==> config.mk <==
export PLATFORM = sky130hd
export DESIGN_NAME = pk_packed_run_decoder_flat
export DESIGN_NICKNAME = d
export VERILOG_FILES = /design/src/pprd_pkg.sv /design/src/pprd_req_if.sv /design/src/pprd_rsp_if.sv /design/src/pprd_cmd_queue.sv /design/src/pprd_front.sv /design/src/pprd_back.sv /design/src/pk_packed_run_decoder.sv /design/src/flat_wrapper.sv
export SDC_FILE = /design/constraint.sdc
export NUM_CORES = 1
export LEC_CHECK = 0
export CORE_MARGIN = 3
export CORE_UTILIZATION = 52
export CTS_BUF_LIST = sky130_fd_sc_hd__clkbuf_16
export DETAILED_ROUTE_END_ITERATION = 8
export DONT_BUFFER_PORTS = 1
export PLACE_DENSITY = 0.77
export SKIP_LAST_GASP = 1
export SLEW_MARGIN = 20
export SYNTH_ARGS = -nofsm -noshare
export SYNTH_HDL_FRONTEND = slang
export SYNTH_SLANG_ARGS = --single-unit
==> constraint.sdc <==
create_clock -name clock -period 13.6 [get_ports clock]
set_input_delay 2.72 -clock clock [delete_from_list [all_inputs] [get_ports clock]]
set_output_delay 2.72 -clock clock [all_outputs]
set_load 0.01 [all_outputs]
==> src/pprd_pkg.sv <==
package pprd_pkg;

   localparam int LEN_W = 24;
   localparam int DIM_W = 16;

   localparam logic [3:0] SPLIT_MAX       = 4'd13;
   localparam logic [3:0] CODE_REPEAT     = 4'd14;
   localparam logic [3:0] CODE_REPEAT_ONE = 4'd15;
   localparam logic [3:0] ZERO_COUNT_MAX  = 4'd15;

   localparam logic [LEN_W-1:0] RUN_LEN_MAX = {LEN_W{1'b1}};
   localparam logic [DIM_W-1:0] REPEAT_MAX  = {DIM_W{1'b1}};

   localparam logic [1:0] REG_RUN_SPLIT    = 2'd0;
   localparam logic [1:0] REG_GLYPH_WIDTH  = 2'd1;
   localparam logic [1:0] REG_GLYPH_HEIGHT = 2'd2;
   localparam logic [1:0] REG_STARTS_BLACK = 2'd3;

   typedef enum logic [1:0] {
      CMD_START  = 2'd0,
      CMD_RUN    = 2'd1,
      CMD_REPEAT = 2'd2,
      CMD_END    = 2'd3
   } cmd_kind_type;

   typedef struct packed {
      cmd_kind_type     kind;
      logic [LEN_W-1:0] value;
      logic             ovf;
   } cmd_type;

   typedef struct packed {
      logic idle;
      logic done;
   } back_status_type;

   typedef struct packed {
      logic             run_black;
      logic [LEN_W-1:0] run_length;
      logic [DIM_W-1:0] start_row;
      logic [DIM_W-1:0] start_col;
      logic [DIM_W-1:0] repeat_rows;
      logic             glyph_done;
      logic             number_overflow;
      logic             last_of_item;
   } result_type;

endpackage

==> src/pprd_req_if.sv <==
interface pprd_req_if;
   logic       valid;
   logic       ready;
   logic [7:0] byte_in;
   logic       glyph_start;

   modport source (output valid, output byte_in, output glyph_start, input ready);
   modport sink (input valid, input byte_in, input glyph_start, output ready);
endinterface

==> src/pprd_rsp_if.sv <==
interface pprd_rsp_if;
   logic        valid;
   logic        ready;
   logic        run_black;
   logic [23:0] run_length;
   logic [15:0] start_row;
   logic [15:0] start_col;
   logic [15:0] repeat_rows;
   logic        glyph_done;
   logic        number_overflow;
   logic        last_of_item;

   modport source (output valid, output run_black, output run_length, output start_row,
                   output start_col, output repeat_rows, output glyph_done,
                   output number_overflow, output last_of_item, input ready);
   modport sink (input valid, input run_black, input run_length, input start_row,
                 input start_col, input repeat_rows, input glyph_done,
                 input number_overflow, input last_of_item, output ready);
endinterface

==> src/pprd_cmd_queue.sv <==
module pprd_cmd_queue import pprd_pkg::*; (
   input  logic    clock,
   input  logic    reset,
   input  logic    push,
   input  cmd_type push_cmd,
   input  logic    pop,
   output cmd_type pop_cmd,
   output logic    full,
   output logic    empty
);

   cmd_type    entry_ff [2];
   logic       wr_ptr_ff, wr_ptr_in;
   logic       rd_ptr_ff, rd_ptr_in;
   logic [1:0] count_ff, count_in;

   assign full    = (count_ff == 2'd2);
   assign empty   = (count_ff == 2'd0);
   assign pop_cmd = entry_ff[rd_ptr_ff];

   always_comb begin
      wr_ptr_in = wr_ptr_ff;
      rd_ptr_in = rd_ptr_ff;
      count_in  = count_ff;
      if (push && !full) begin
         wr_ptr_in = ~wr_ptr_ff;
      end
      if (pop && !empty) begin
         rd_ptr_in = ~rd_ptr_ff;
      end
      if ((push && !full) && !(pop && !empty)) begin
         count_in = count_ff + 2'd1;
      end else if (!(push && !full) && (pop && !empty)) begin
         count_in = count_ff - 2'd1;
      end
   end

   always_ff @(posedge clock) begin
      if (reset) begin
         wr_ptr_ff <= 1'b0;
         rd_ptr_ff <= 1'b0;
         count_ff  <= 2'd0;
      end else begin
         wr_ptr_ff <= wr_ptr_in;
         rd_ptr_ff <= rd_ptr_in;
         count_ff  <= count_in;
      end
   end

   always_ff @(posedge clock) begin
      if (push && !full) begin
         entry_ff[wr_ptr_ff] <= push_cmd;
      end
   end

endmodule

==> src/pprd_front.sv <==
module pprd_front import pprd_pkg::*; #(
   parameter int MAX_NUMBER_NYBBLES = 8
) (
   input  logic            clock,
   input  logic            reset,
   pprd_req_if.sink        req_chan,
   input  logic [3:0]      run_split,
   input  back_status_type back_status,
   input  logic            q_full,
   input  logic            q_empty,
   output logic            q_push,
   output cmd_type         q_cmd
);

   typedef enum logic [3:0] {
      F_IDLE  = 4'b0001,
      F_START = 4'b0010,
      F_NYB   = 4'b0100,
      F_END   = 4'b1000
   } front_state_type;

   typedef enum logic [3:0] {
      D_IDLE   = 4'b0001,
      D_ZEROS  = 4'b0010,
      D_DIGITS = 4'b0100,
      D_LONG   = 4'b1000
   } dec_phase_type;

   front_state_type state_ff, state_in;
   dec_phase_type   phase_ff, phase_in;
   logic [7:0]      byte_ff, byte_in_d;
   logic            k_ff, k_in;
   logic [3:0]      lc_ff, lc_in;
   logic [31:0]     acc_ff, acc_in;
   logic [3:0]      fc_ff, fc_in;
   logic            in_rep_ff, in_rep_in;
   logic            ovf_ff, ovf_in;

   dec_phase_type   dec_phase;
   logic [3:0]      dec_lc, dec_fc;
   logic [31:0]     dec_acc;
   logic            dec_in_rep, dec_ovf, dec_fin;
   logic [33:0]     dec_val;
   logic [3:0]      d, n;
   logic [35:0]     acc_sh;
   logic [7:0]      d15;
   logic [9:0]      long_hi;
   logic            quiet;

   assign d       = (run_split > SPLIT_MAX) ? SPLIT_MAX : run_split;
   assign n       = k_ff ? byte_ff[3:0] : byte_ff[7:4];
   assign acc_sh  = {acc_ff, n};
   assign d15     = {d, 4'b0000} - {4'b0000, d};
   assign long_hi = {2'b00, fc_ff - d - 4'd1, 4'b0000};
   assign quiet   = q_empty && back_status.idle;

   assign req_chan.ready = (state_ff == F_IDLE);

   // one nybble through the packed number decoder
   always_comb begin
      dec_phase  = phase_ff;
      dec_lc     = lc_ff;
      dec_fc     = fc_ff;
      dec_acc    = acc_ff;
      dec_in_rep = in_rep_ff;
      dec_ovf    = ovf_ff;
      dec_fin    = 1'b0;
      dec_val    = 34'd0;
      unique case (phase_ff)
         D_ZEROS: begin
            if (n == 4'd0) begin
               if (lc_ff < ZERO_COUNT_MAX) begin
                  dec_lc = lc_ff + 4'd1;
               end
            end else begin
               if ({1'b0, lc_ff} + 5'd1 > 5'(MAX_NUMBER_NYBBLES)) begin
                  dec_ovf = 1'b1;
               end
               dec_acc   = {28'd0, n};
               dec_phase = D_DIGITS;
            end
         end
         D_DIGITS: begin
            if (acc_sh[35:32] != 4'd0) begin
               dec_acc = 32'hFFFF_FFFF;
               dec_ovf = 1'b1;
            end else begin
               dec_acc = acc_sh[31:0];
            end
            dec_lc = lc_ff - 4'd1;
            if (dec_lc == 4'd0) begin
               dec_fin   = 1'b1;
               dec_phase = D_IDLE;
               dec_val   = {2'b00, dec_acc} + 34'd193 - {26'd0, d15};
            end
         end
         D_LONG: begin
            dec_fin   = 1'b1;
            dec_phase = D_IDLE;
            dec_val   = {24'd0, long_hi} + {30'd0, n} + {30'd0, d} + 34'd1;
         end
         D_IDLE: begin
            if (n == 4'd0) begin
               dec_lc    = 4'd1;
               dec_phase = D_ZEROS;
            end else if (n <= d) begin
               dec_fin = 1'b1;
               dec_val = {30'd0, n};
            end else if (n < CODE_REPEAT) begin
               dec_fc    = n;
               dec_phase = D_LONG;
            end else if (n == CODE_REPEAT) begin
               dec_in_rep = 1'b1;
            end else begin
               dec_in_rep = 1'b1;
               dec_fin    = 1'b1;
               dec_val    = 34'd1;
            end
         end
         default: begin
            dec_phase = D_IDLE;
         end
      endcase
   end

   always_comb begin
      state_in  = state_ff;
      phase_in  = phase_ff;
      byte_in_d = byte_ff;
      k_in      = k_ff;
      lc_in     = lc_ff;
      acc_in    = acc_ff;
      fc_in     = fc_ff;
      in_rep_in = in_rep_ff;
      ovf_in    = ovf_ff;
      q_push    = 1'b0;
      q_cmd     = '{kind: CMD_END, value: '0, ovf: 1'b0};
      unique case (state_ff)
         F_IDLE: begin
            if (req_chan.valid) begin
               byte_in_d = req_chan.byte_in;
               k_in      = 1'b0;
               state_in  = req_chan.glyph_start ? F_START : F_NYB;
            end
         end
         F_START: begin
            if (!q_full) begin
               q_push    = 1'b1;
               q_cmd     = '{kind: CMD_START, value: '0, ovf: 1'b0};
               phase_in  = D_IDLE;
               lc_in     = 4'd0;
               acc_in    = 32'd0;
               fc_in     = 4'd0;
               in_rep_in = 1'b0;
               ovf_in    = 1'b0;
               state_in  = F_NYB;
            end
         end
         F_NYB: begin
            if (quiet) begin
               if (back_status.done) begin
                  state_in = F_END;
               end else begin
                  phase_in  = dec_phase;
                  lc_in     = dec_lc;
                  acc_in    = dec_acc;
                  fc_in     = dec_fc;
                  in_rep_in = dec_in_rep;
                  ovf_in    = dec_ovf;
                  if (dec_fin && dec_in_rep) begin
                     in_rep_in = 1'b0;
                     q_push    = 1'b1;
                     if (dec_val > {18'd0, REPEAT_MAX}) begin
                        ovf_in = 1'b1;
                        q_cmd  = '{kind: CMD_REPEAT, value: {8'd0, REPEAT_MAX}, ovf: 1'b0};
                     end else begin
                        q_cmd  = '{kind: CMD_REPEAT, value: dec_val[LEN_W-1:0], ovf: 1'b0};
                     end
                  end else if (dec_fin) begin
                     q_push = 1'b1;
                     ovf_in = 1'b0;
                     if (dec_val > {10'd0, RUN_LEN_MAX}) begin
                        q_cmd = '{kind: CMD_RUN, value: RUN_LEN_MAX, ovf: 1'b1};
                     end else begin
                        q_cmd = '{kind: CMD_RUN, value: dec_val[LEN_W-1:0], ovf: dec_ovf};
                     end
                  end
                  k_in = 1'b1;
                  if (k_ff) begin
                     state_in = F_END;
                  end
               end
            end
         end
         F_END: begin
            if (!q_full) begin
               q_push   = 1'b1;
               q_cmd    = '{kind: CMD_END, value: '0, ovf: 1'b0};
               state_in = F_IDLE;
            end
         end
         default: begin
            state_in = F_IDLE;
         end
      endcase
   end

   always_ff @(posedge clock) begin
      if (reset) begin
         state_ff  <= F_IDLE;
         phase_ff  <= D_IDLE;
         k_ff      <= 1'b0;
         lc_ff     <= 4'd0;
         acc_ff    <= 32'd0;
         fc_ff     <= 4'd0;
         in_rep_ff <= 1'b0;
         ovf_ff    <= 1'b0;
      end else begin
         state_ff  <= state_in;
         phase_ff  <= phase_in;
         k_ff      <= k_in;
         lc_ff     <= lc_in;
         acc_ff    <= acc_in;
         fc_ff     <= fc_in;
         in_rep_ff <= in_rep_in;
         ovf_ff    <= ovf_in;
      end
   end

   always_ff @(posedge clock) begin
      byte_ff <= byte_in_d;
   end

   // decoding waits for the back end, so a push never meets a full queue
   assert property (@(posedge clock) disable iff (reset) !(q_push && q_full && state_ff == F_NYB))
      else $error("front pushed into a full command queue");

endmodule

==> src/pprd_back.sv <==
module pprd_back import pprd_pkg::*; #(
   parameter int POSITION_BITS = 16
) (
   input  logic             clock,
   input  logic             reset,
   input  logic [DIM_W-1:0] glyph_width,
   input  logic [DIM_W-1:0] glyph_height,
   input  logic             starts_black,
   input  logic             q_valid,
   input  cmd_type          q_cmd,
   output logic             q_pop,
   output back_status_type  back_status,
   pprd_rsp_if.source       rsp_chan
);

   localparam int PB = POSITION_BITS;
   localparam int WW = (PB > DIM_W) ? PB : DIM_W;
   localparam int SW = LEN_W + 2;
   localparam int CW = LEN_W + 1;
   localparam logic [WW-1:0] POS_MAX_W = WW'((64'd1 << PB) - 64'd1);

   typedef enum logic [4:0] {
      B_IDLE  = 5'b00001,
      B_DIV   = 5'b00010,
      B_FIN   = 5'b00100,
      B_PLACE = 5'b01000,
      B_END   = 5'b10000
   } back_state_type;

   back_state_type   state_ff, state_in;
   logic [PB-1:0]    row_ff, row_in;
   logic [PB-1:0]    col_ff, col_in;
   logic [DIM_W-1:0] pend_ff, pend_in;
   logic             black_ff, black_in;
   logic [LEN_W-1:0] len_ff, len_in;
   logic             ovf_ff, ovf_in;
   logic             wrap_ff, wrap_in;
   logic [LEN_W-1:0] div_ff, div_in;
   logic [DIM_W-1:0] rem_ff, rem_in;
   logic [4:0]       cnt_ff, cnt_in;
   result_type       res_ff, res_in;
   result_type       hold_ff, hold_in;
   logic             hold_v_ff, hold_v_in;
   result_type       out_ff, out_in;
   logic             out_v_ff, out_v_in;

   logic [DIM_W-1:0] w;
   logic [WW-1:0]    lim, row_w, col_w, w_w;
   logic [DIM_W-1:0] left;
   logic [DIM_W:0]   rem_sh;
   logic             ge;
   logic [SW-1:0]    row_sum;
   logic [CW-1:0]    col_sum;
   logic [WW-1:0]    row_new;
   logic [WW-1:0]    col_new;
   logic             out_free;

   assign w      = (glyph_width == '0) ? DIM_W'(1) : glyph_width;
   assign w_w    = WW'(w);
   assign row_w  = WW'(row_ff);
   assign col_w  = WW'(col_ff);
   assign lim    = (WW'(glyph_height) < POS_MAX_W) ? WW'(glyph_height) : POS_MAX_W;
   assign left   = (col_w < w_w) ? DIM_W'(w_w - col_w) : '0;
   assign rem_sh = {rem_ff, div_ff[LEN_W-1]};
   assign ge     = (rem_sh >= {1'b0, w});

   assign row_sum = SW'(row_ff) + SW'(1) + SW'(pend_ff) + SW'(div_ff);
   assign col_sum = CW'(col_ff) + CW'(len_ff);

   always_comb begin
      if (wrap_ff) begin
         row_new = (row_sum > SW'(lim)) ? lim : WW'(row_sum);
         col_new = (WW'(rem_ff) > POS_MAX_W) ? POS_MAX_W : WW'(rem_ff);
      end else begin
         row_new = row_w;
         col_new = (col_sum > CW'(POS_MAX_W)) ? POS_MAX_W : WW'(col_sum);
      end
   end

   assign out_free         = !out_v_ff || rsp_chan.ready;
   assign q_pop            = (state_ff == B_IDLE) && q_valid;
   assign back_status.idle = (state_ff == B_IDLE);
   assign back_status.done = (row_w >= lim);

   assign rsp_chan.valid           = out_v_ff;
   assign rsp_chan.run_black       = out_ff.run_black;
   assign rsp_chan.run_length      = out_ff.run_length;
   assign rsp_chan.start_row       = out_ff.start_row;
   assign rsp_chan.start_col       = out_ff.start_col;
   assign rsp_chan.repeat_rows     = out_ff.repeat_rows;
   assign rsp_chan.glyph_done      = out_ff.glyph_done;
   assign rsp_chan.number_overflow = out_ff.number_overflow;
   assign rsp_chan.last_of_item    = out_ff.last_of_item;

   always_comb begin
      state_in  = state_ff;
      row_in    = row_ff;
      col_in    = col_ff;
      pend_in   = pend_ff;
      black_in  = black_ff;
      len_in    = len_ff;
      ovf_in    = ovf_ff;
      wrap_in   = wrap_ff;
      div_in    = div_ff;
      rem_in    = rem_ff;
      cnt_in    = cnt_ff;
      res_in    = res_ff;
      hold_in   = hold_ff;
      hold_v_in = hold_v_ff;
      out_in    = out_ff;
      out_v_in  = out_v_ff && !rsp_chan.ready;
      unique case (state_ff)
         B_IDLE: begin
            if (q_valid) begin
               unique case (q_cmd.kind)
                  CMD_START: begin
                     row_in   = '0;
                     col_in   = '0;
                     pend_in  = '0;
                     black_in = starts_black;
                  end
                  CMD_REPEAT: begin
                     pend_in = q_cmd.value[DIM_W-1:0];
                  end
                  CMD_RUN: begin
                     len_in  = q_cmd.value;
                     ovf_in  = q_cmd.ovf;
                     wrap_in = (q_cmd.value >= LEN_W'(left));
                     div_in  = q_cmd.value - LEN_W'(left);
                     rem_in  = '0;
                     cnt_in  = 5'(LEN_W - 1);
                     if (q_cmd.value >= LEN_W'(left)) begin
                        state_in = B_DIV;
                     end else begin
                        div_in   = '0;
                        state_in = B_FIN;
                     end
                  end
                  CMD_END: begin
                     state_in = B_END;
                  end
                  default: begin
                     state_in = B_IDLE;
                  end
               endcase
            end
         end
         B_DIV: begin
            rem_in = ge ? DIM_W'(rem_sh - {1'b0, w}) : rem_sh[DIM_W-1:0];
            div_in = {div_ff[LEN_W-2:0], ge};
            cnt_in = cnt_ff - 5'd1;
            if (cnt_ff == 5'd0) begin
               state_in = B_FIN;
            end
         end
         B_FIN: begin
            res_in.run_black       = black_ff;
            res_in.run_length      = len_ff;
            res_in.start_row       = row_w[DIM_W-1:0];
            res_in.start_col       = col_w[DIM_W-1:0];
            res_in.repeat_rows     = wrap_ff ? pend_ff : '0;
            res_in.glyph_done      = (row_new >= lim);
            res_in.number_overflow = ovf_ff;
            res_in.last_of_item    = 1'b0;
            row_in   = PB'(row_new);
            col_in   = PB'(col_new);
            black_in = ~black_ff;
            if (wrap_ff) begin
               pend_in = '0;
            end
            state_in = B_PLACE;
         end
         B_PLACE: begin
            if (!hold_v_ff) begin
               hold_in   = res_ff;
               hold_v_in = 1'b1;
               state_in  = B_IDLE;
            end else if (out_free) begin
               out_in    = hold_ff;
               out_v_in  = 1'b1;
               hold_in   = res_ff;
               state_in  = B_IDLE;
            end
         end
         B_END: begin
            if (!hold_v_ff) begin
               state_in = B_IDLE;
            end else if (out_free) begin
               out_in              = hold_ff;
               out_in.last_of_item = 1'b1;
               out_v_in            = 1'b1;
               hold_v_in           = 1'b0;
               state_in            = B_IDLE;
            end
         end
         default: begin
            state_in = B_IDLE;
         end
      endcase
   end

   always_ff @(posedge clock) begin
      if (reset) begin
         state_ff  <= B_IDLE;
         row_ff    <= '0;
         col_ff    <= '0;
         pend_ff   <= '0;
         black_ff  <= 1'b0;
         hold_v_ff <= 1'b0;
         out_v_ff  <= 1'b0;
         cnt_ff    <= '0;
      end else begin
         state_ff  <= state_in;
         row_ff    <= row_in;
         col_ff    <= col_in;
         pend_ff   <= pend_in;
         black_ff  <= black_in;
         hold_v_ff <= hold_v_in;
         out_v_ff  <= out_v_in;
         cnt_ff    <= cnt_in;
      end
   end

   always_ff @(posedge clock) begin
      len_ff  <= len_in;
      ovf_ff  <= ovf_in;
      wrap_ff <= wrap_in;
      div_ff  <= div_in;
      rem_ff  <= rem_in;
      res_ff  <= res_in;
      hold_ff <= hold_in;
      out_ff  <= out_in;
   end

   assert property (@(posedge clock) disable iff (reset)
      (state_ff == B_DIV && cnt_ff == 5'd0) |=> (state_ff == B_FIN))
      else $error("divider did not hand over to the finish step");

   assert property (@(posedge clock) disable iff (reset)
      (state_ff == B_END && hold_v_ff && out_free) |=> (!hold_v_ff && out_v_ff && out_ff.last_of_item))
      else $error("end of byte did not flush the held run");

   assert property (@(posedge clock) disable iff (reset)
      (state_ff == B_PLACE) |=> (hold_v_ff || state_ff == B_PLACE))
      else $error("placed run lost from the hold register");

endmodule

==> src/pk_packed_run_decoder.sv <==
// PK packed run decoder
// req_chan: one raster stream byte per transfer, high nybble first; glyph_start
// on the first byte of a glyph restarts nybble decoding, position and colour.
// rsp_chan: one transfer per decoded run with colour, length, start row and
// column, row repeat count, glyph done and overflow flags; last_of_item marks
// the final run of a byte (a byte gives zero, one or two runs).
// csr_*: register writes (run split, glyph width, glyph height, starts black);
// the user must make them only while the block is idle; the block does not enforce this.
// A front decoder turns nybbles into run and repeat commands and feeds a
// two-entry queue to a back end that tracks position and emits runs.
// Each nybble waits for the back end to drain so the glyph done check is current.
// A nybble that ends a run passes the back end's finish and place steps; a run
// that completes a row first goes through the 24-step bit-serial divider.
// Reset clears the control state and sets the registers to run split 0,
// width 1, height 1, starts black 0. A stalled receiver holds the output
// register; the back end keeps one further run in a hold register, then stops.
module pk_packed_run_decoder import pprd_pkg::*; #(
   parameter int MAX_NUMBER_NYBBLES = 8,
   parameter int POSITION_BITS      = 16
) (
   input  logic        clock,
   input  logic        reset,
   pprd_req_if.sink    req_chan,
   pprd_rsp_if.source  rsp_chan,
   input  logic        csr_we,
   input  logic [1:0]  csr_index,
   input  logic [15:0] csr_wdata
);

   logic [3:0]       run_split_ff;
   logic [DIM_W-1:0] glyph_width_ff;
   logic [DIM_W-1:0] glyph_height_ff;
   logic             starts_black_ff;

   back_status_type  back_status;
   logic             q_push, q_pop, q_full, q_empty;
   cmd_type          push_cmd, pop_cmd;

   always_ff @(posedge clock) begin
      if (reset) begin
         run_split_ff    <= 4'd0;
         glyph_width_ff  <= DIM_W'(1);
         glyph_height_ff <= DIM_W'(1);
         starts_black_ff <= 1'b0;
      end else if (csr_we) begin
         unique case (csr_index)
            REG_RUN_SPLIT:    run_split_ff    <= csr_wdata[3:0];
            REG_GLYPH_WIDTH:  glyph_width_ff  <= csr_wdata;
            REG_GLYPH_HEIGHT: glyph_height_ff <= csr_wdata;
            REG_STARTS_BLACK: starts_black_ff <= csr_wdata[0];
            default: begin
            end
         endcase
      end
   end

   pprd_front #(
      .MAX_NUMBER_NYBBLES(MAX_NUMBER_NYBBLES)
   ) u_front (
      .clock      (clock),
      .reset      (reset),
      .req_chan   (req_chan),
      .run_split  (run_split_ff),
      .back_status(back_status),
      .q_full     (q_full),
      .q_empty    (q_empty),
      .q_push     (q_push),
      .q_cmd      (push_cmd)
   );

   pprd_cmd_queue u_queue (
      .clock   (clock),
      .reset   (reset),
      .push    (q_push),
      .push_cmd(push_cmd),
      .pop     (q_pop),
      .pop_cmd (pop_cmd),
      .full    (q_full),
      .empty   (q_empty)
   );

   pprd_back #(
      .POSITION_BITS(POSITION_BITS)
   ) u_back (
      .clock       (clock),
      .reset       (reset),
      .glyph_width (glyph_width_ff),
      .glyph_height(glyph_height_ff),
      .starts_black(starts_black_ff),
      .q_valid     (!q_empty),
      .q_cmd       (pop_cmd),
      .q_pop       (q_pop),
      .back_status (back_status),
      .rsp_chan    (rsp_chan)
   );

endmodule
==> src/flat_wrapper.sv <==
// flat-port wrapper written by rule: the top's interface ports become plain ports
module pk_packed_run_decoder_flat import pprd_pkg::*;
#(
   parameter int MAX_NUMBER_NYBBLES = 8,
   parameter int POSITION_BITS      = 16
)
  (clock, reset, csr_we, csr_index, csr_wdata, req_chan_valid, req_chan_byte_in, req_chan_glyph_start, req_chan_ready, rsp_chan_valid, rsp_chan_run_black, rsp_chan_run_length, rsp_chan_start_row, rsp_chan_start_col, rsp_chan_repeat_rows, rsp_chan_glyph_done, rsp_chan_number_overflow, rsp_chan_last_of_item, rsp_chan_ready);
  pprd_req_if req_chan_i ();
  pprd_rsp_if rsp_chan_i ();
  input  logic clock;
  input  logic reset;
  input  logic csr_we;
  input  logic [1:0] csr_index;
  input  logic [15:0] csr_wdata;
  input wire logic [$bits(req_chan_i.valid)-1:0] req_chan_valid;
  input wire logic [$bits(req_chan_i.byte_in)-1:0] req_chan_byte_in;
  input wire logic [$bits(req_chan_i.glyph_start)-1:0] req_chan_glyph_start;
  output wire logic [$bits(req_chan_i.ready)-1:0] req_chan_ready;
  output wire logic [$bits(rsp_chan_i.valid)-1:0] rsp_chan_valid;
  output wire logic [$bits(rsp_chan_i.run_black)-1:0] rsp_chan_run_black;
  output wire logic [$bits(rsp_chan_i.run_length)-1:0] rsp_chan_run_length;
  output wire logic [$bits(rsp_chan_i.start_row)-1:0] rsp_chan_start_row;
  output wire logic [$bits(rsp_chan_i.start_col)-1:0] rsp_chan_start_col;
  output wire logic [$bits(rsp_chan_i.repeat_rows)-1:0] rsp_chan_repeat_rows;
  output wire logic [$bits(rsp_chan_i.glyph_done)-1:0] rsp_chan_glyph_done;
  output wire logic [$bits(rsp_chan_i.number_overflow)-1:0] rsp_chan_number_overflow;
  output wire logic [$bits(rsp_chan_i.last_of_item)-1:0] rsp_chan_last_of_item;
  input wire logic [$bits(rsp_chan_i.ready)-1:0] rsp_chan_ready;
  assign req_chan_i.valid = req_chan_valid;
  assign req_chan_i.byte_in = req_chan_byte_in;
  assign req_chan_i.glyph_start = req_chan_glyph_start;
  assign req_chan_ready = req_chan_i.ready;
  assign rsp_chan_valid = rsp_chan_i.valid;
  assign rsp_chan_run_black = rsp_chan_i.run_black;
  assign rsp_chan_run_length = rsp_chan_i.run_length;
  assign rsp_chan_start_row = rsp_chan_i.start_row;
  assign rsp_chan_start_col = rsp_chan_i.start_col;
  assign rsp_chan_repeat_rows = rsp_chan_i.repeat_rows;
  assign rsp_chan_glyph_done = rsp_chan_i.glyph_done;
  assign rsp_chan_number_overflow = rsp_chan_i.number_overflow;
  assign rsp_chan_last_of_item = rsp_chan_i.last_of_item;
  assign rsp_chan_i.ready = rsp_chan_ready;
  pk_packed_run_decoder #(.MAX_NUMBER_NYBBLES(MAX_NUMBER_NYBBLES), .POSITION_BITS(POSITION_BITS)) u_core (.clock(clock), .reset(reset), .req_chan(req_chan_i), .rsp_chan(rsp_chan_i), .csr_we(csr_we), .csr_index(csr_index), .csr_wdata(csr_wdata));
endmodule
Yosys cells after proc, flatten, opt, wreduce, memory -nomap -nowiden
Memories as Yosys holds them, arrays and structs flattened. A register that Yosys moved wholly into a read port is not among the register bits.
Index checks and enable logic that the tools add are counted.
{ "word_totals": {"register_bits": 453, "mem_bits_rw": 54, "out_inout_bits": 78, "n_memories": 1} }
{ "classes": {"n_addsub": 21, "order_cmp": 16, "n_eq_ne": 53, "n_mux": 147, "n_bitwise": 4, "reduce_logical": 50} }
{ "memory_table": {"columns": ["name", "words", "width", "read_ports", "rd_ports_with_merged_regs", "wr", "line", "source"], "rows": [
  ["u_core.u_queue.entry_ff", 2, 27, 1, 1, 1, "pprd_cmd_queue.sv:12", "cmd_type entry_ff [2];"]
]} }
{ "ops": {"columns": ["op", "count"], "rows": [
  ["2-to-1 mux 76 bit", 6],
  ["2-to-1 mux 16 bit", 15],
  ["2-to-1 mux 32 bit", 6],
  ["case mux 16 bit (2 select lines)", 5],
  ["case mux 76 bit (2 select lines)", 1],
  ["2-to-1 mux 27 bit", 5],
  ["case mux 32 bit (2 select lines)", 2],
  ["2-to-1 mux 4 bit", 29],
  ["case mux 34 bit (3 select lines)", 1],
  ["2-to-1 mux 24 bit", 3],
  ["case mux 27 bit (2 select lines)", 1],
  ["2-to-1 mux 25 bit", 2],
  ["case mux 24 bit (2 select lines)", 1],
  ["2-to-1 mux 1 bit", 42],
  ["greater-than comparator 34 x 16 -> 1 bit (second input constant)", 1],
  ["greater-than comparator 34 x 24 -> 1 bit (second input constant)", 1],
  ["2-to-1 mux 34 bit", 1],
  ["!= test 2 bit (second input constant)", 17],
  ["subtractor 33 x 8 -> 34 bit", 1],
  ["adder 32 x 8 -> 33 bit (second input constant)", 1],
  ["greater-or-equal comparator 16 bit", 2],
  ["subtractor 16 bit", 2],
  ["2-to-1 mux 5 bit", 6],
  ["adder 16 x 24 -> 25 bit", 1],
  ["69 further kinds", 139]
]} }

Longest topological paths before layout
{ "logic_depth": {"word_depth": 17, "mapped_depth": 34} }

By module
From an unflattened synthesis, not the netlist that was laid out.
{ "unflattened": {"hier_cells": 2724, "area_unflattened_um2": 28219.6} }
{ "modules_own_cells": {"columns": ["mod", "instances", "cells_each", "area_each_um2"], "rows": [
  ["pprd_back", 1, 1632, 18515.3],
  ["pprd_front", 1, 838, 6007.0],
  ["pprd_cmd_queue", 1, 109, 2163.3],
  ["pk_packed_run_decoder", 1, 145, 1534.0]
]} }

Worst setup path after synthesis
No wires, ideal clock.
{ "synth_timing": {"path_kind": "register to register", "startpoint": "register u_core.u_back.div_ff[1]", "endpoint": "register u_core.u_back.res_ff[2] (netlist bit) (data pin)", "setup_time_ps": 262, "arrival_ps": 6449, "t_required_ps": 13338, "slack_ps": 6889, "path_stages_with_launch": 32, "n_path_buf": 1, "synth_period_minus_slack_ps": 6711, "cell_sequence": "edfxtp_1 fa_1 fa_1 a211o_1 a21oi_1 o21ai_0 a21oi_1 o21bai_1 a21oi_1 xnor2_1 ha_1 a21o_1 a21o_1 a21oi_1 nor2_1 a2111oi_0 o2bb2ai_1 nand4_1 a211oi_4 buf_4 mux2i_1 a21oi_1 ha_1 a21o_1 a21o_1 a21o_1 a21o_1 a21oi_1 o21ai_0 a31o_2 a31oi_1 o21ai_0"} }
{ "synth_between": {"elab_chain_len": 5} }
{ "synth_lines": {"columns": ["item", "line", "source"], "rows": [
  ["from (decl)", "pprd_back.sv:38", "logic [LEN_W-1:0] div_ff, div_in;"],
  ["from (signal assigned)", "pprd_back.sv:228", "div_ff <= div_in;"],
  ["adder 18 x 24 -> 25 bit (*)", "pprd_back.sv:67", "assign row_sum = SW'(row_ff) + SW'(1) + SW'(pend_ff) + SW'(div_ff);"],
  ["greater-than comparator 25 x 16 -> 1 bit", "pprd_back.sv:72", "row_new = (row_sum > SW'(lim)) ? lim : WW'(row_sum);"],
  ["2-to-1 mux 16 bit (*)", "pprd_back.sv:72", null],
  ["2-to-1 mux 16 bit (*)", "pprd_back.sv:71", "if (wrap_ff) begin"],
  ["greater-or-equal comparator 16 bit (*)", "pprd_back.sv:162", "res_in.glyph_done = (row_new >= lim);"],
  ["to (signal assigned)", "pprd_back.sv:230", "res_ff <= res_in;"],
  ["to (decl)", "pprd_back.sv:41", "result_type res_ff, res_in;"]
]} }
Every way passes the cells marked *; elsewhere a longest branch is shown, timed or not.
A chain may end at the register's enable or synchronous reset.

Worst setup path in the final report
{ "layout_timing": {"startpoint": "register u_core.glyph_width_ff[13]", "endpoint": "register u_core.u_back.div_ff[1] (data pin)"} }
{ "layout_between": {"elab_chain_len": 9, "elab_cells_between_ends": 11, "cone_classes": "add/sub (2); order compare (2); mux (6); reduce/logical (1)"} }
{ "layout_lines": {"columns": ["item", "line", "source"], "rows": [
  ["from (decl)", "pk_packed_run_decoder.sv:31", "logic [DIM_W-1:0] glyph_width_ff;"],
  ["from (signal assigned)", "pk_packed_run_decoder.sv:48", "REG_GLYPH_WIDTH: glyph_width_ff <= csr_wdata;"],
  ["logical NOT 16 bit", "pprd_back.sv:58", "assign w = (glyph_width == '0) ? DIM_W'(1) : glyph_width;"],
  ["2-to-1 mux 16 bit (*)", "pprd_back.sv:58", null],
  ["subtractor 16 bit or < comparator 16 bit (tied branches)", "pprd_back.sv:63", "assign left = (col_w < w_w) ? DIM_W'(w_w - col_w) : '0;"],
  ["2-to-1 mux 16 bit (*)", "pprd_back.sv:63", null],
  ["subtractor 24 x 16 -> 24 bit or greater-or-equal comparator 24 x 16 -> 1 bit (tied branches)", "pprd_back.sv:129, pprd_back.sv:132", null],
  ["2-to-1 mux 24 bit (*)", "pprd_back.sv:132", "if (q_cmd.value >= LEN_W'(left)) begin"],
  ["2-to-1 mux 24 bit (*)", "pprd_back.sv:115", "unique case (q_cmd.kind)"],
  ["2-to-1 mux 24 bit (*)", "pprd_back.sv:114", "if (q_valid) begin"],
  ["case mux 24 bit (2 select lines) (*)", "pprd_back.sv:112", "unique case (state_ff)"],
  ["net u_core.u_back.div_in[1]", "pprd_back.sv:38", null]
]} }
Mark *: on every way through the listed nets, which the timed path passes. The rest lies on a longest branch. The select of a mux whose other input is x is not followed.

==> impl_metrics.csv <==
group,metric,value,unit
outcome,outcome,"completed",
clock_network,cts_buffers,53,
placement,placedCellCount,3278,
global_route,grt_usage,24.3,%
floorplanning,io_pins,110,
critical_path,path_common_cell,"a21o_1",
yosys,synth_seq_area_share,49.4,%
clock_network,cts_tree,"yes",
floorplanning,die_w,237,µm
clock_network,cts_setup_buffers,0,
drt,first_pass_iters,5,
critical_path,cpMaxStageDelayCell,"and2_1",
layout,drive_gt1_share,6.73,%
yosys,synth_top_cell_by_area,"edfxtp_1",
yosys,ys_async_sr_fraction,0,%
sta,period_needed,7.66,ns
yosys,synth_cell_types,84,
global_route,grt_pass1_vias,19680,
floorplanning,core_region_area,52700,µm²
critical_path,slowest_delay,0.69,ns
yosys,synth_nets,2919,
flow_run,cap_violations,0,
critical_path,worstPathRequired,13.93,ns
layout,nFillCells,4354,
yosys,netlist.area_leader.share,38.3,%
critical_path,r2r_start,"u_core.glyph_width_ff[13]",
critical_path,worstSetupPathType,"register to register",
layout,area_growth,8.94,%
layout,final_cells,3379,
sta,worstMarginPinSlew,1.08,ns
yosys,synth_area,27700,µm²
drt,via_per_inst,6.05,
placement,hpwlAfterDp,52200,µm
placement,port_buffers,0,
drt,finalWirelength,69800,µm
power_and_ir_drop,p_leak,11.4,nW
yosys,synth_edf_count,354,
sta,holdWs,0.401,ns
sta,slew_violations,0,
floorplanning,rows,84,
sta,fin_skew,0.0192,ns
power_and_ir_drop,powerDensity,145,nW/µm²
critical_path,startpoint,"u_core.glyph_width_ff[13]",
clock_network,cts.sinks,508,
layout,fin_util,57.4,%
sta,hold_viol_final,0,
floorplanning,start_util,52.7,%
drt,wl_per_cell,20.7,µm
sta,setup_viol,0,
clock_network,cts_max_level,2,
critical_path,start_kind,"register",
critical_path,crit_fanout,17,
min_path,hold_path.startpoint,"u_core.u_back.res_ff[60]",
yosys,ys_seq_elements,508,
yosys,synthMostInstantiatedCell,"edfxtp_1",
floorplanning,die_y,237,µm
critical_path,endpoint_kind,"register",
layout,layout.nets,2888,
power_and_ir_drop,ir_drop,0.114,mV
layout,final_area,30200,µm²
global_route,overflow,0,
clock_network,cts_root_buf,"clkbuf_16",
sta,fin_ws,5.94,ns
drt,drt-initial-drc-count,1668,
yosys,yosys-top-cells-area,"edfxtp_1 (38%), dfxtp_1 (11%), ha_1 (8.5%)",
placement,place_ws,6.03,ns
yosys,netlist_instances,2676,
clock_network,clkTransAtPathRegs,0.07,ns
min_path,hold_class,"register to register",
global_route,grt_pass1_wl,108000,µm
global_route,grt_max_degree,120,
global_route,antenna_found_initial,0,
sta,timing.final.crit_share,56.3,%
drt,route.vias.total,20438,
yosys,synth_flop_cell,"edfxtp_1",
clock_network,hold_buffers,0,
clock_network,clockBufferDepth,3,
yosys,synth_common_cells,"edfxtp_1 (354), nor2_1 (290), nand2_1 (206)",
drt,ant_nets,0,
clock_network,ctsResizeCount,0,
sta,final.setup.tns,0,ns
placement,gp_congestion,1.01,
drt,drc,0,
placement,placed_area,28400,µm²
sta,max_freq,0.131,GHz
critical_path,arrival,7.99,ns
clock_network,clkLatencyLatePin,0.62,ns
floorplanning,dieArea,56100,µm²
sta,relSlewSlack,27.7,%
yosys,syn_avg_cell_area,10.4,µm²
yosys,synth_warnings,0,
sta,grt_setup_unrepaired,"no",
power_and_ir_drop,total_power,4.37,mW
-- critical path, delay by kind of cell, from the launching register on --
family	cells	cell delay, ns
flops	1	0.35
buf+inv	4	0.42
simple gates	6	1.64
fa+ha+maj	4	0.97
compound gates	16	3.99
-- registers in the layout (all words and copies together), names as in the netlist, 5 cells and up, named ones only --
| signal | cells |
|---|---|
| u_core.u_back.rem_ff | 16 |
| u_core.glyph_height_ff | 16 |
| u_core.u_back.pend_ff | 16 |
| u_core.u_back.rsp_chan.run_length | 24 |
| u_core.u_back.row_ff | 16 |
| u_core.u_back.rsp_chan.start_row | 16 |
| u_core.glyph_width_ff | 16 |
| u_core.u_front.byte_ff | 8 |
| u_core.u_back.cnt_ff | 5 |
| u_core.u_back.len_ff | 24 |
| u_core.u_back.rsp_chan.start_col | 16 |
| u_core.u_front.acc_ff | 32 |
| u_core.u_back.rsp_chan.repeat_rows | 16 |
| u_core.u_queue.entry_ff | 54 |
| u_core.u_back.state_ff | 5 |
| u_core.u_back.col_ff | 16 |
| u_core.u_back.hold_ff | 75 |
| u_core.u_back.div_ff | 24 |
| u_core.u_back.res_ff | 75 |
-- per-layer routing --
metal  vias up  wire [µm]  global-route usage [%]  part of all wire [%]
met5         -          0                       0                     0
met3       174       4200                    3.63                   6.0
li1       9670          -                       -                     -
met2       737      32900                    40.5                    47
met1      9857      29200                    31.2                    42
met4         0       3420                    11.4                   4.9
-- report_power, final --
| group | leakage [nW] | internal [mW] | total [mW] | switching, mW |
|---|---|---|---|---|
| sequential | 4.40 | 1.75 | 1.81 | 0.0597 |
| clock | 0.893 | 0.852 | 1.48 | 0.625 |
| combinational | 6.11 | 0.426 | 1.08 | 0.656 |
| total | 11.4 | 3.03 | 4.37 | 1.34 |
-- cells in the final DEF (no fill, tap or decap), drive strengths merged, types with 65 or more instances in the layout --
cell type	instances
nor2	290
a21o	65
dfxtp	154
inv	172
mux2i	101
nand2	206
o21ai	143
edfxtp	354
a21oi	192
ha	188
-- worst paths after layout --
kind                                                  end  cells after the start  slack (ns)
worst max-delay path              u_core.u_back.div_ff[1]                     30        5.94
worst min register to register  u_core.u_back.hold_ff[60]                      0        0.40
worst min-delay path            u_core.u_back.hold_ff[60]                      0        0.40
worst max register to register    u_core.u_back.div_ff[1]                     30        5.94
-- layout make-up --
cell class / count / area, µm² / area share (%)
antenna: 1 / 2.50 / 0.00828
clock inverter: 47 / 472 / 1.56
multi-input combinational: 1899 / 13100 / 43.2
inverter: 159 / 598 / 1.98
clock buffer: 53 / 1330 / 4.39
timing repair buffer: 24 / 180 / 0.596
tap: 688 / 861 / 2.85
sequential: 508 / 13700 / 45.4
-- logic make-up (layout without fill, tap and decap cells) --
| family | after synthesis | after routing | synth area share (%) |
|---|---|---|---|
| AND/OR/NAND/NOR | 824 | 824 | 14.1 |
| other | 0 | 1 | 0 |
| XOR/XNOR | 103 | 103 | 3.25 |
| AO/OA/AOI/OAI | 630 | 630 | 14.5 |
| multiplexers | 131 | 131 | 4.86 |
| flip-flops | 508 | 508 | 49.4 |
| adder cells (fa/ha/maj) | 211 | 211 | 10.1 |
| buffers and inverters | 269 | 283 | 3.70 |
Note: power is estimated with default switching activity, not from simulation.
